===== src/design/arc_pkg.sv =====
package arc_pkg;

  localparam int ENTRIES = 8;
  localparam int IDX_W   = $clog2(ENTRIES);
  localparam int SLOT_W  = 3;
  localparam int IP_W    = 32;
  localparam int MAC_W   = 48;
  localparam int TICK_W  = 64;

  typedef enum logic [1:0] {
    KIND_LOOKUP = 2'd0,
    KIND_STORE  = 2'd1,
    KIND_FLUSH  = 2'd2,
    KIND_NONE   = 2'd3
  } kind_t;

  typedef enum logic [2:0] {
    OUT_MISS     = 3'd0,
    OUT_HIT      = 3'd1,
    OUT_STALE    = 3'd2,
    OUT_UPDATED  = 3'd3,
    OUT_ADDED    = 3'd4,
    OUT_REPLACED = 3'd5,
    OUT_REJECTED = 3'd6,
    OUT_FLUSHED  = 3'd7
  } outcome_t;

  // controller -> datapath
  typedef struct packed {
    logic     load;
    logic     flush;
    logic     scan_clear;
    logic     scan_step;
    logic     write;
    logic     age;
    logic     emit;
    outcome_t outcome;
  } arc_cmd_t;

  // datapath -> controller
  typedef struct packed {
    kind_t kind;
    logic  ip_zero;
    logic  hit_now;
    logic  last;
    logic  free_any;
    logic  stale;
    logic  out_free;
  } arc_stat_t;

  // slot number reported modulo 2^SLOT_W
  function automatic logic [SLOT_W-1:0] to_slot(input logic [IDX_W-1:0] idx);
    logic [IDX_W+SLOT_W-1:0] wide;
    wide = {{SLOT_W{1'b0}}, idx};
    return wide[SLOT_W-1:0];
  endfunction

endpackage


===== src/design/arc_ctrl.sv =====
module arc_ctrl (
  input  logic              clk,
  input  logic              rst_n,
  input  logic              in_tvalid,
  output logic              in_tready,
  input  arc_pkg::arc_stat_t stat,
  output arc_pkg::arc_cmd_t  cmd
);
  import arc_pkg::*;

  typedef enum logic [6:0] {
    ST_IDLE   = 7'b0000001,
    ST_DECODE = 7'b0000010,
    ST_SCAN   = 7'b0000100,
    ST_AGE    = 7'b0001000,
    ST_CHECK  = 7'b0010000,
    ST_WRITE  = 7'b0100000,
    ST_EMIT   = 7'b1000000
  } state_t;

  state_t   state_r, state_nxt;
  outcome_t outcome_r, outcome_nxt;

  assign in_tready = (state_r == ST_IDLE);

  always_comb begin
    state_nxt   = state_r;
    outcome_nxt = outcome_r;
    cmd         = '0;
    cmd.outcome = outcome_r;
    case (state_r)
      ST_IDLE: begin
        if (in_tvalid) begin
          cmd.load  = 1'b1;
          state_nxt = ST_DECODE;
        end
      end
      ST_DECODE: begin
        if (stat.kind == KIND_FLUSH) begin
          cmd.flush   = 1'b1;
          outcome_nxt = OUT_FLUSHED;
          state_nxt   = ST_EMIT;
        end else if (stat.kind == KIND_NONE) begin
          outcome_nxt = OUT_MISS;
          state_nxt   = ST_EMIT;
        end else if (stat.ip_zero) begin
          outcome_nxt = OUT_REJECTED;
          state_nxt   = ST_EMIT;
        end else begin
          cmd.scan_clear = 1'b1;
          state_nxt      = ST_SCAN;
        end
      end
      ST_SCAN: begin
        cmd.scan_step = 1'b1;
        if (stat.hit_now) begin
          if (stat.kind == KIND_LOOKUP) begin
            state_nxt = ST_AGE;
          end else begin
            outcome_nxt = OUT_UPDATED;
            state_nxt   = ST_WRITE;
          end
        end else if (stat.last) begin
          if (stat.kind == KIND_LOOKUP) begin
            outcome_nxt = OUT_MISS;
            state_nxt   = ST_EMIT;
          end else begin
            outcome_nxt = stat.free_any ? OUT_ADDED : OUT_REPLACED;
            state_nxt   = ST_WRITE;
          end
        end
      end
      ST_AGE: begin
        cmd.age   = 1'b1;
        state_nxt = ST_CHECK;
      end
      ST_CHECK: begin
        outcome_nxt = stat.stale ? OUT_STALE : OUT_HIT;
        state_nxt   = ST_EMIT;
      end
      ST_WRITE: begin
        cmd.write = 1'b1;
        state_nxt = ST_EMIT;
      end
      ST_EMIT: begin
        if (stat.out_free) begin
          cmd.emit  = 1'b1;
          state_nxt = ST_IDLE;
        end
      end
      default: begin
        state_nxt = ST_IDLE;
      end
    endcase
  end

  always_ff @(posedge clk) begin
    if (!rst_n) begin
      state_r   <= ST_IDLE;
      outcome_r <= OUT_MISS;
    end else begin
      state_r   <= state_nxt;
      outcome_r <= outcome_nxt;
    end
  end

endmodule


===== src/design/arc_dp.sv =====
module arc_dp (
  input  logic                                clk,
  input  logic                                rst_n,
  input  arc_pkg::kind_t                      in_kind,
  input  logic [arc_pkg::IP_W-1:0]            in_ip,
  input  logic [arc_pkg::MAC_W-1:0]           in_mac,
  input  logic [arc_pkg::TICK_W-1:0]          in_now,
  input  logic [arc_pkg::TICK_W-1:0]          in_max_age,
  input  arc_pkg::arc_cmd_t                   cmd,
  output arc_pkg::arc_stat_t                  stat,
  input  logic                                out_ready,
  output logic                                out_valid,
  output arc_pkg::outcome_t                   out_outcome,
  output logic [arc_pkg::MAC_W-1:0]           out_mac,
  output logic [arc_pkg::SLOT_W-1:0]          out_slot
);
  import arc_pkg::*;

  // table
  logic [ENTRIES-1:0] valid_r;
  logic [IP_W-1:0]    ip_mem   [ENTRIES];
  logic [MAC_W-1:0]   mac_mem  [ENTRIES];
  logic [TICK_W-1:0]  stamp_mem[ENTRIES];

  // item being worked on
  kind_t              kind_r;
  logic [IP_W-1:0]    ip_r;
  logic [MAC_W-1:0]   mac_r;
  logic [TICK_W-1:0]  now_r;
  logic [TICK_W-1:0]  max_age_r;

  // scan state
  logic [IDX_W-1:0]   idx_r;
  logic               hit_r;
  logic [IDX_W-1:0]   hit_idx_r;
  logic               free_r;
  logic [IDX_W-1:0]   free_idx_r;
  logic [TICK_W-1:0]  diff_r;

  // result register
  logic               out_valid_r;
  outcome_t           out_outcome_r;
  logic [MAC_W-1:0]   out_mac_r;
  logic [SLOT_W-1:0]  out_slot_r;

  logic               hit_now;
  logic [IDX_W-1:0]   wr_idx;
  logic [MAC_W-1:0]   res_mac;
  logic [SLOT_W-1:0]  res_slot;

  assign hit_now = valid_r[idx_r] && (ip_mem[idx_r] == ip_r);
  assign wr_idx  = hit_r ? hit_idx_r : (free_r ? free_idx_r : '0);

  always_comb begin
    stat.kind     = kind_r;
    stat.ip_zero  = (ip_r == '0);
    stat.hit_now  = hit_now;
    stat.last     = (idx_r == IDX_W'(ENTRIES - 1));
    stat.free_any = free_r || !valid_r[idx_r];
    stat.stale    = (max_age_r != '0) && (diff_r > max_age_r);
    stat.out_free = !out_valid_r || out_ready;
  end

  always_comb begin
    res_mac  = '0;
    res_slot = '0;
    case (cmd.outcome)
      OUT_HIT: begin
        res_mac  = mac_mem[hit_idx_r];
        res_slot = to_slot(hit_idx_r);
      end
      OUT_STALE, OUT_UPDATED: begin
        res_slot = to_slot(hit_idx_r);
      end
      OUT_ADDED: begin
        res_slot = to_slot(free_idx_r);
      end
      default: begin
        res_slot = '0;
      end
    endcase
  end

  always_ff @(posedge clk) begin
    if (cmd.load) begin
      kind_r    <= in_kind;
      ip_r      <= in_ip;
      mac_r     <= in_mac;
      now_r     <= in_now;
      max_age_r <= in_max_age;
    end
    if (cmd.scan_clear) begin
      idx_r <= '0;
    end else if (cmd.scan_step) begin
      idx_r <= idx_r + IDX_W'(1);
    end
    if (cmd.scan_step && hit_now && !hit_r) begin
      hit_idx_r <= idx_r;
    end
    if (cmd.scan_step && !valid_r[idx_r] && !free_r) begin
      free_idx_r <= idx_r;
    end
    if (cmd.age) begin
      diff_r <= now_r - stamp_mem[hit_idx_r];
    end
    if (cmd.write) begin
      ip_mem[wr_idx]    <= ip_r;
      mac_mem[wr_idx]   <= mac_r;
      stamp_mem[wr_idx] <= now_r;
    end
    if (cmd.emit) begin
      out_outcome_r <= cmd.outcome;
      out_mac_r     <= res_mac;
      out_slot_r    <= res_slot;
    end
  end

  always_ff @(posedge clk) begin
    if (!rst_n) begin
      valid_r     <= '0;
      hit_r       <= 1'b0;
      free_r      <= 1'b0;
      out_valid_r <= 1'b0;
    end else begin
      if (cmd.flush) begin
        valid_r <= '0;
      end else if (cmd.write) begin
        valid_r[wr_idx] <= 1'b1;
      end
      if (cmd.scan_clear) begin
        hit_r  <= 1'b0;
        free_r <= 1'b0;
      end else if (cmd.scan_step) begin
        if (hit_now) begin
          hit_r <= 1'b1;
        end
        if (!valid_r[idx_r]) begin
          free_r <= 1'b1;
        end
      end
      if (cmd.emit) begin
        out_valid_r <= 1'b1;
      end else if (out_ready) begin
        out_valid_r <= 1'b0;
      end
    end
  end

  assign out_valid   = out_valid_r;
  assign out_outcome = out_outcome_r;
  assign out_mac     = out_mac_r;
  assign out_slot    = out_slot_r;

endmodule


===== src/design/address_resolution_cache.sv =====
// Address resolution cache: eight-slot fully associative IPv4 -> MAC table.
// Input channel (in_*): one word per operation. tuser holds the kind (lookup,
// store, flush); tdata holds address, MAC, current tick and max age.
// Output channel (out_*): exactly one result word per input word, in order.
// tuser holds the outcome code, tdata the MAC (hits only) and the slot.
// Steps: a decode state follows the accept edge, then the match scan walks
// the table one slot per cycle (up to 8), a lookup hit adds the age and
// check states for the 64-bit age subtract and compare, a store adds a
// write state, and the emit state loads the result register. Flush, zero
// address and unused kind skip the scan. The next word is taken only once
// the previous result is loaded.
// in_tready is high only while the controller is idle: one word at a time.
// The result register lets the next word be accepted while a result still
// waits; a stalled receiver holds the controller before its next result.
// Reset (synchronous, rst_n low) clears all valid bits and out_tvalid and returns the controller to idle.
module address_resolution_cache (
  input  logic                      clk,
  input  logic                      rst_n,
  input  logic                      in_tvalid,
  output logic                      in_tready,
  input  logic [207:0]              in_tdata,  // ip_addr[31:0], mac_in[79:32],
                                               // now_tick[143:80], max_age[207:144]
  input  logic [1:0]                in_tuser,  // kind[1:0]
  output logic                      out_tvalid,
  input  logic                      out_tready,
  output logic [55:0]               out_tdata, // mac_out[47:0], slot[50:48], zero
  output logic [2:0]                out_tuser  // outcome[2:0]
);
  import arc_pkg::*;

  arc_cmd_t  cmd;
  arc_stat_t stat;
  outcome_t  res_outcome;
  logic [MAC_W-1:0]  res_mac;
  logic [SLOT_W-1:0] res_slot;

  arc_ctrl u_ctrl (
    .clk       (clk),
    .rst_n     (rst_n),
    .in_tvalid (in_tvalid),
    .in_tready (in_tready),
    .stat      (stat),
    .cmd       (cmd)
  );

  arc_dp u_dp (
    .clk         (clk),
    .rst_n       (rst_n),
    .in_kind     (kind_t'(in_tuser)),
    .in_ip       (in_tdata[31:0]),
    .in_mac      (in_tdata[79:32]),
    .in_now      (in_tdata[143:80]),
    .in_max_age  (in_tdata[207:144]),
    .cmd         (cmd),
    .stat        (stat),
    .out_ready   (out_tready),
    .out_valid   (out_tvalid),
    .out_outcome (res_outcome),
    .out_mac     (res_mac),
    .out_slot    (res_slot)
  );

  assign out_tuser = res_outcome;
  assign out_tdata = {5'd0, res_slot, res_mac};

endmodule

===== config.mk =====
export PLATFORM = sky130hd
export DESIGN_NAME = address_resolution_cache
export DESIGN_NICKNAME = d
export VERILOG_FILES = /design/src/design/arc_pkg.sv /design/src/design/arc_ctrl.sv /design/src/design/arc_dp.sv /design/src/design/address_resolution_cache.sv
export SDC_FILE = /design/constraint.sdc
export NUM_CORES = 1
export LEC_CHECK = 0
export BUFFER_PORTS_ARGS = -buffer_cell sky130_fd_sc_hd__buf_2
export CAP_MARGIN = 20
export CORE_MARGIN = 2
export CORE_UTILIZATION = 25
export DETAILED_ROUTE_END_ITERATION = 6
export PLACE_DENSITY = 0.48
export REMOVE_ABC_BUFFERS = 1
export SYNTH_ARGS = -nofsm -noshare
export SYNTH_HDL_FRONTEND = slang
export SYNTH_SLANG_ARGS = --single-unit

===== constraint.sdc =====
create_clock -name clk -period 9.7 [get_ports clk]
set_input_delay 0.97 -clock clk [delete_from_list [all_inputs] [get_ports clk]]
set_output_delay 0.97 -clock clk [all_outputs]
set_load 0.05 [all_outputs]

**Word-level counts from Yosys, hierarchy flattened**

Memories as Yosys holds them, arrays and structs flattened. A register that Yosys moved wholly into a read port is not among the register bits.
Cells that the tools add are included.
W data, S select, Z words.

- Register bits after elaboration: 310
- Bits in writable memories: 1152
- Output and inout port bits: 61
- Word-level logic and storage cells: 122
- Memories: 3

Memory list:

| name | words | width | rd ports | clocked after Yosys merged registers in | wr ports | RTL line | RTL |
|---|---|---|---|---|---|---|---|
| u_dp.stamp_mem | 8 | 64 | 1 | 1 | 1 | arc_dp.sv:23 | `logic [TICK_W-1:0] stamp_mem[ENTRIES];` |
| u_dp.mac_mem | 8 | 48 | 1 | 1 | 1 | arc_dp.sv:22 | `logic [MAC_W-1:0] mac_mem [ENTRIES];` |
| u_dp.ip_mem | 8 | 32 | 1 | 1 | 1 | arc_dp.sv:21 | `logic [IP_W-1:0] ip_mem [ENTRIES];` |

- Add/subtract/negate cells: 2
- $lt $le $gt $ge: 4
- Equality and inequality tests: 20
- Mux-type cells: 46
- Bitwise operators: 3
- Reduce and logical (&&, ||, !) cells: 27

Operators with widths:

| kind | number |
|---|---|
| $gt A64 B64 Y1 | 1 |
| $reduce_bool A64 Y1 | 1 |
| $sub A64 B64 Y64 | 1 |
| $mux W7 | 8 |
| $pmux W7 S6 | 1 |
| $mux W3 | 12 |
| $eq A32 B32 Y1 | 1 |
| $logic_not A32 Y1 | 1 |
| $mux W1 | 18 |
| $pmux W3 S3 | 1 |
| $lt A3 B4 Y1 const B | 2 |
| $or A8 B8 Y8 | 1 |
| $eq A7 B1 Y1 const B | 1 |
| $eq A7 B2 Y1 const B | 1 |
| $eq A7 B3 Y1 const B | 1 |
| $eq A7 B4 Y1 const B | 1 |
| $eq A7 B5 Y1 const B | 1 |
| $eq A7 B6 Y1 const B | 1 |
| $eq A7 B7 Y1 const B | 1 |
| $logic_and A1 B1 Y1 | 7 |
| $eq A3 B2 Y1 const B | 2 |
| $eq A3 B3 Y1 const B | 2 |
| $mux W6 | 1 |
| $pmux W3 S2 | 1 |
| other kinds (22) | 34 |

**Longest topological paths before layout**

Gate-level depths: netlist of the first run.

- Depth after elaboration: 9
- Mapped depth: 16
- Mapped depth without buffers: 13

**Cells and area by module**

From an unflattened synthesis of the first run, not the netlist that was laid out.

- Cells, all modules: 3202
- Area, all modules: 60918.4 µm²

Modules (own cells, without submodules):

| module | times used | cells an instance | area an instance (µm²) | seq. area each (µm²) |
|---|---|---|---|---|
| arc_dp | 1 | 3111 | 60210.2 | 45023.2 |
| arc_ctrl | 1 | 85 | 666.9 | 200.2 |
| address_resolution_cache | 1 | 6 | 41.3 | 0.0 |

**Worst setup path after synthesis of the first run**

No wires, ideal clock.

- Path type: flip-flop to flip-flop
- Start point: register u_dp.hit_idx_r[0]
- End point: memory u_dp.ip_mem[7][0], enable pin
- Arrival time: 7.460 ns
- Data required time: 9.049 ns
- Path slack: 1.589 ns
- Cell stages (with the launch flop): 6
- Buffers on the path: 2
- Period minus slack after synthesis: 8.111 ns
- Cell sequence: edfxtp_1 > clkbuf_1 > clkbuf_1 > a22oi_1 > nand2b_1 > nor2_1

- Cells in the longest elaborated chain, start to end: 1

RTL lines:

| element | RTL line | RTL |
|---|---|---|
| start, declared | arc_dp.sv:35 | `logic [IDX_W-1:0] hit_idx_r;` |
| start signal, assigned | arc_dp.sv:98 | `hit_idx_r <= idx_r;` |
| $mux W3 | arc_dp.sv:52 | `assign wr_idx = hit_r ? hit_idx_r : (free_r ? free_idx_r : '0);` |
| end, declared | arc_dp.sv:21 |  |

No other way between the ends.

==> results.md, run 1 <==
* Status: finished, final reports clean
* Port-buffer cells at 269
* Worst hold-check path type: in -> reg
* Asr flop ratio synth at 0
* Number of DRC markers in iteration 0 at 2510
* Die width at 496 um
* Crit-path slowest cell: dfxtp_4
* Largest net degree at the start of global routing at 129
* F_max at 183 MHz
* Sequential-to-total area share from yosys stat at 0.747
* Vias per cell at 4.43
* Crit path cell chain: buf_4 > mux4_2 > mux2i_1 > inv_1 > fa_1 > nor2b_1 > o31a_1 > o21bai_1 > a41oi_1 > o21ai_0 > a21oi_1 > o21ai_0 > and3_1 > a211o_1
* Top_reg_cell synth: edfxtp_1
* Synthesized area per cell at 19.5 um2
* Layout filler cell count at 23660
* Critical Path Source Type: flip-flop
* Full die area at 246000 um2
* Setup crit end kind: flip-flop
* Cell area after synthesis at 60500 um2
* Vias in the first global route at 31399
* Max incr delay on CP at 0.76 ns
* Core ar. at 241000 um2
* Residual DRC at 0
* Arrival @ worst endpoint at 6.01 ns
* Max-slew headroom at 0.258
* Final Cycle Share at 0.563
* Worst Path Buf+Inv at 2
* Fin area at 71000 um2
* Adder-cell share of the synthesized area at 0.0270
* PwrDens at 206 nW/um2
* # setup viols final at 0
* Std cell rows at 180
* Vias at 30124
* DP HPWL at 92300 um
* Avg WL per Cell at 23.1 um
* RSZ-0062 raised after global routing: false
* Final hold vios at 0
* Largest family of logic cells by synthesized area: multiplexers
* Final min period at 5.46 ns
* Initial antenna violation count at 32
* Maximum vdd drop at 0.000159 V
* Clk_lat worst skew at 0.81 ns
* Cells after Synth at 3107
* Post-CTS Setup Repair Bufs at 0
* CTS Buf Count at 164
* Gr usage total at 0.125
* Clock sink count at 1516
* YS warnings at 0
* Clock skew at 0.0449 ns
* Layout Nets at 3820
* Clock Pin Slew Worst Setup and Hold Paths at 0.06 ns
* Worst hold slack at 0.328 ns
* Post-synthesis mux area share at 0.132
* Top delay family on crit path: compound AO/OA/AOI/OAI gates
* Yosys reg bits at 1516
* Synth-to-layout area growth at 17.3%
* Routed wire length at 157000 um
* Slew Viols, Final at 0
* Initial Utilization at 0.252
* Root buf cell: clkbuf_16
* Post-route ant nets at 0
* I/O pin cnt at 275
* Placed Area at 65900 um2
* Xor/xnor share of the synthesized area at 0.0124
* Die height at 496 um
* Leak at 23.3 nW
* H-tree levels at 4
* Share of cells above drive strength 1 at 0.240
* Least-Margin Pin Slew at 1.11 ns
* Max_cap viols at 0
* Gp weighted congestion at 0.821
* Critical Path RT at 10.25 ns
* TritonCTS clock tree: done
* Drt pass-1 iters at 5
* Synth Area in Compound Gates at 0.0358
* Simple-gate area share of the yosys netlist at 0.0317
* Post-synth cell types at 75
* Setup CP Type: reg -> reg
* CP most frequent cell: o21ai_0
* Clk buf depth at 3
* First-pass GRT wire length at 224000 um
* Overflow after GRT at 0
* Post-CTS sizing at 0
* Number of synthesized flops with an enable pin at 1486
* R2R Setup Slk at 4.24 ns
* Worst Path Max Fanout at 37
* Hold buffers post-CTS at 0
## area by class of cell
cell class	count	area, um2	area share
Inverter	99	372	0.00523
Clock inverter	90	786	0.0111
Timing Repair Buffer	310	1750	0.0247
Clock buffer	207	4350	0.0613
Antenna cell	1	2.50	0.0000352
Tap cell	3185	3990	0.0561
Sequential cell	1516	45200	0.637
Multi-Input combinational cell	1385	14500	0.205
## Yosys cell counts (4+ instances only)
library cell,count,area [um2]
xor2_1,21,184
o31ai_1,6,45.0
a21oi_1,99,495
xnor2_1,65,569
edfxtp_1,1486,44600
clkbuf_1,60,225
mux2i_1,155,1550
nand3_1,24,120
mux4_2,274,6170
o21a_1,26,195
or3_1,7,43.8
dfxtp_1,30,601
o211ai_1,7,52.6
and3_1,6,37.5
nand2_1,73,274
a211o_1,5,43.8
mux2_2,16,180
and2_1,5,31.3
a21o_1,49,368
nand4_1,42,263
buf_1,30,113
buf_6,4,45.0
buf_4,9,67.6
nor3b_1,5,37.5
o21bai_1,17,128
a31oi_1,8,50.1
or2_2,4,25.0
buf_2,8,40.0
a21boi_0,5,37.5
inv_1,99,372
o22ai_1,5,31.3
nor4_1,33,206
nor3_1,22,110
o221ai_1,4,35.0
o21ai_0,58,290
ha_1,129,1610
nor2_1,112,420
nand2b_1,10,62.6
nor2b_1,21,131
a22oi_1,4,30.0
a221oi_1,6,52.6
a211oi_1,5,37.5
## worst paths after layout
check / from / end / cells after the start
min reg2reg: u_dp.valid_r[2] / u_dp.valid_r[2] / 1
max: flip-flop / u_dp.diff_r[62] / 14
min: in_tdata[180] / u_dp.max_age_r[36] / 1
max reg2reg: flip-flop / u_dp.diff_r[62] / 14
## registers in the layout (all words and copies together) (netlist names), 7 cells and up, named ones only
name            cells
u_dp.diff_r        64
u_dp.out_mac       48
u_dp.valid_r        8
u_dp.now_r         64
u_dp.stamp_mem    512
u_dp.mac_r         48
u_dp.mac_mem      384
u_dp.ip_r          32
u_ctrl.state_r      7
u_dp.max_age_r     64
u_dp.ip_mem       256
## where the power goes
group	internal, mW	switching (mW)	leakage (nW)
sequential	7.53	0.298	13.7
clock	3.41	2.62	2.51
combinational	0.307	0.501	7.14
## per-layer routing
layer,track usage,part of all wire,vias up
li1,-,-,13406
met1,0.171,0.45,15703
met2,0.206,0.48,791
met3,0.0240,0.048,216
met4,0.0270,0.018,8
met5,0,0.00039,-
## metrics by stage
stage                     power, mW  utilization  setup WS (ns)  TNS, ns  instances
after floorplan                8.37            -          -1.52  -877.48       3000
final                          14.7        0.295           4.24        0       6793
after global routing           15.2        0.295           3.78        0       6793
after global placement         8.78        0.274           4.01        0       6495
after detailed placement       8.79        0.274           4.04        0       6495
after CTS                      14.9        0.295           4.03        0       6792
## kinds of logic (layout without fill, tap and decap cells)
kind of cell / after synthesis / after routing
AND/OR/NAND/NOR: 381 / 381
other: 1 / 6
multiplexers: 449 / 449
flip-flops: 1516 / 1516
XOR/XNOR: 86 / 86
AO/OA/AOI/OAI: 334 / 334
buffers and inverters: 210 / 706
adder cells (fa/ha/maj): 130 / 130
## cells in the final DEF, fill, tap and decap left out, types with 26 or more instances in the layout
cell type	n
edfxtp_1	1486
mux4_2	274
buf_2	269
clkbuf_16	167
mux2i_1	155
ha_1	129
nor2_1	104
inv_1	99
a21oi_1	99
nand2_1	73
xnor2_1	65
o21ai_0	58
a21o_1	49
nand4_1	42
clkbuf_1	35
nor4_1	33
buf_4	33
clkinv_1	31
clkinv_2	28
o21a_1	26
No activity file was read; power rests on OpenSTA's default activity.
==> inputs of run 2 (changes only) <==
Settings changed: ABC_AREA from default to 1.
Clock period 9.7 ns to 5.28 ns, I/O delays scaled along.
==> run 2 against run 1 <==
Hold slack lost 0.24 ns. First-iteration DRC count increased by 25%. Clock skew increased by 0.012 ns. Routed wire length grew 19%. Count of clock-buffer cells in the layout down 7. Largest cell class unchanged.
==> results.md, run 2 <==
* Status: finished, final reports clean
* Top area cells in the synthesized netlist: edfxtp_1 71%, o21ai_0 5.1%, nor2_1 4.9%
* Worst hold-check path type: in -> reg
* Clk buf depth at 3 (unchanged)
* Asr flop ratio synth at 0 (unchanged)
* Post-CTS Setup Repair Bufs at 0 (unchanged)
* Critical Path Source Type: flip-flop
* Vias in the first global route at 40788 (+30%)
* TritonCTS clock tree: done
* Cell area after synthesis at 63200 um2 (+4.4%)
* Yosys top cell area share at 0.706 (-0.0314)
* Clock Pin Slew Worst Setup and Hold Paths at 0.06 ns (about the same)
* Most numerous cell in the Yosys netlist: edfxtp_1
* Vias per cell at 4.49 (+1.2%)
* Setup crit end kind: flip-flop
* Arrival @ worst endpoint at 4.71 ns (-1.30 ns)
* Crit-path slowest cell: buf_4
* RSZ-0062 raised after global routing: false
* Clock sink count at 1516 (unchanged)
* Final Cycle Share at 0.785 (+0.221)
* Leak at 27.0 nW (+16%)
* Clock skew at 0.0571 ns (+0.0122 ns)
* Synthesized area per cell at 12.1 um2 (-38%)
* Largest reg by FF count: u_dp.stamp_mem
* CTS Buf Count at 174 (+6.1%)
* Biggest regs: u_dp.stamp_mem: 512 flops, u_dp.mac_mem: 384 flops, u_dp.ip_mem: 256 flops
* P_int at 21.5 mW (+91%)
* Largest net degree at the start of global routing at 134 (+3.9%)
* Core ar. at 251000 um2 (+4.5%)
* Fin Setup TNS at 0 ns (unchanged)
* Share of cells above drive strength 1 at 0.105 (-0.135)
* Crit path cell chain: inv_6 > buf_4 > o21ai_0 > o221ai_1 > o21ai_0 > ha_1 > nand2_1 > o21ai_0 > a21oi_1 > o21ai_0 > nand2_1 > nand3_1 > nand4_1 > nand3_1 > xor2_1
* First-pass GRT wire length at 273000 um (+22%)
* Max-slew headroom at 0.299 (+0.0408)
* PwrDens at 390 nW/um2 (+89%)
* Final hold vios at 0 (unchanged)
* Layout Nets at 6079 (+59%)
* DP HPWL at 112000 um (+21%)
* Number of synthesized flops with an enable pin at 1486 (unchanged)
* Top_reg_cell synth: edfxtp_1
* Residual DRC at 0 (unchanged)
* Sequential-to-total area share from yosys stat at 0.715 (-0.0318)
* I/O pin cnt at 275 (unchanged)
* Routed wire length at 187000 um (+19%)
* CP most frequent cell: o21ai_0
* Post-synth top cells: 1486 x edfxtp_1, 827 x nor2_1, 663 x nand2_1
* Clk_lat worst skew at 0.83 ns (+0.02 ns)
* Max incr delay on CP at 0.63 ns (-0.13 ns)
* Yosys reg bits at 1516 (unchanged)
* Max FFs per register at 512 (unchanged)
* Drt pass-1 iters at 6 (+1)
* Avg WL per Cell at 20.2 um (-12%)
* Max_cap viols at 0 (unchanged)
* # setup viols final at 0 (unchanged)
* Root buf cell: clkbuf_16
* YS warnings at 0 (unchanged)
* Initial antenna violation count at 10 (-69%)
* Overflow after GRT at 0 (unchanged)
* Slew Viols, Final at 0 (unchanged)
* Worst Path Max Fanout at 72 (+95%)
* Synth-to-layout area growth at 20.8%
* Reg power frac at 0.485 (-0.049)
* Commonest non-fill, non-tap cell in the layout: edfxtp_1
* H-tree levels at 4 (unchanged)
* Most frequent cells in the layout: 1486 x edfxtp_1, 817 x nor2_1, 663 x nand2_1, 649 x o21ai_0, 412 x inv_1
* Die width at 507 um (+2.2%)
* Gp weighted congestion at 0.867 (+5.6%)
* Post-route ant nets at 0 (unchanged)
* Critical Path RT at 5.85 ns (-4.40 ns)
* Post-synth cell types at 43 (-43%)
* Final min period at 4.14 ns (-1.32 ns)
* Cells after Synth at 5234 (+68%)
* Initial Utilization at 0.251 (about the same)
* Die height at 507 um (+2.2%)
* Full die area at 257000 um2 (+4.4%)
* Sw frac at 0.277 (+0.0437)
* Gr usage total at 0.142 (+0.0173)
* Number of DRC markers in iteration 0 at 3131 (+25%)
* Least-Margin Pin Slew at 1.05 ns (-0.0587 ns)
* Port-buffer cells at 269 (unchanged)
* Cell taking the most area after synthesis: edfxtp_1
* Final Power at 29.8 mW (+100%)
* Clk pwr share at 0.390 (-0.021)
* F_max at 241 MHz (+32%)
* Vias at 41444 (+38%)
* Setup CP Type: reg -> reg
* Switching power at 8.24 mW (+140%)
* Comb pwr share at 0.124 (+0.069)
* Maximum vdd drop at 0.000290 V (+82%)
* Std cell rows at 184 (+2.2%)
[run 2: area by class of cell]
cell class / count / area [um2]
inverters: 421 / 1600
multi-input cells: 3070 / 15500
clock inverters: 122 / 1080
repair buffers: 552 / 4290
fillers: 25412 / 175000
clock buffers: 200 / 4450
well taps: 3348 / 4190
diodes: 3 / 7.51
flip-flops and latches: 1516 / 45200
[run 2: cell families (layout without fill, tap and decap cells)]
kind of cell | count (synthesis) | after routing | synth area share
AO/OA/AOI/OAI | 1097 | 1097 | 0.0964
XOR/XNOR | 61 | 61 | 0.00845
adder cells (fa/ha/maj) | 130 | 130 | 0.0258
buffers and inverters | 652 | 1295 | 0.0409
flip-flops | 1516 | 1516 | 0.715
other | 1 | 8 | 0.0000593
AND/OR/NAND/NOR | 1777 | 1777 | 0.113
[run 2: through the flow]
step | util | hold WS, ns | area, um2 | cells | worst slack, ns
after global routing | 0.304 | 0.0835 | 76400 | 9231 | 0.856
after detailed placement | 0.273 | 0.458 | 68700 | 8696 | 1.12
after global placement | 0.273 | 0.446 | 68700 | 8695 | 1.18
final | 0.304 | 0.0862 | 76400 | 9232 | 1.14
after floorplan | - | 0.425 | 62200 | 5007 | -8.54
after CTS | 0.304 | 0.00454 | 76400 | 9229 | 1.11
[run 2: layer usage]
layer	up-vias	global-route usage	share of wire
li1	19714	-	-
met1	20463	0.195	0.46
met2	1005	0.232	0.47
met3	262	0.0228	0.044
met4	0	0.0420	0.027
met5	-	0	0
[run 2: path summary, 6_finish.rpt]
kind	start	endpoint	slack (ns)	depth (start not counted)
max reg2reg	flip-flop	u_dp.diff_r[57]	1.14	15
min reg2reg	u_dp.valid_r[6]	u_dp.valid_r[6]	0.47	2
min	out_tready	u_dp.out_valid	0.09	4
max	flip-flop	u_dp.diff_r[57]	1.14	15
[run 2: power by group through the flow]
stage	clock network [mW]	logic, mW	registers, mW
CTS	12.0	3.75	14.4
finish	11.6	3.70	14.4
global route	12.4	4.18	14.5
floorplan	0	2.22	14.6
global placement	0	3.58	14.7
detailed placement	0	3.60	14.7
[run 2: timing repair]
| action | in CTS | in global routing |
|---|---|---|
| gates resized for setup | 0 | 0 |
| endpoints found under the hold margin | 218 | 0 |
| hold buffers | 211 | 0 |
[run 2: worst max-delay path, delay by kind of cell (launching register included)]
family	cells	cell delay (ns)
XOR/XNOR	1	0.08
adder cells (fa/ha/maj)	1	0.43
AND/OR/NAND/NOR	5	0.76
flip-flops	1	0.42
AO/OA/AOI/OAI	6	1.32
buffers and inverters	2	0.86
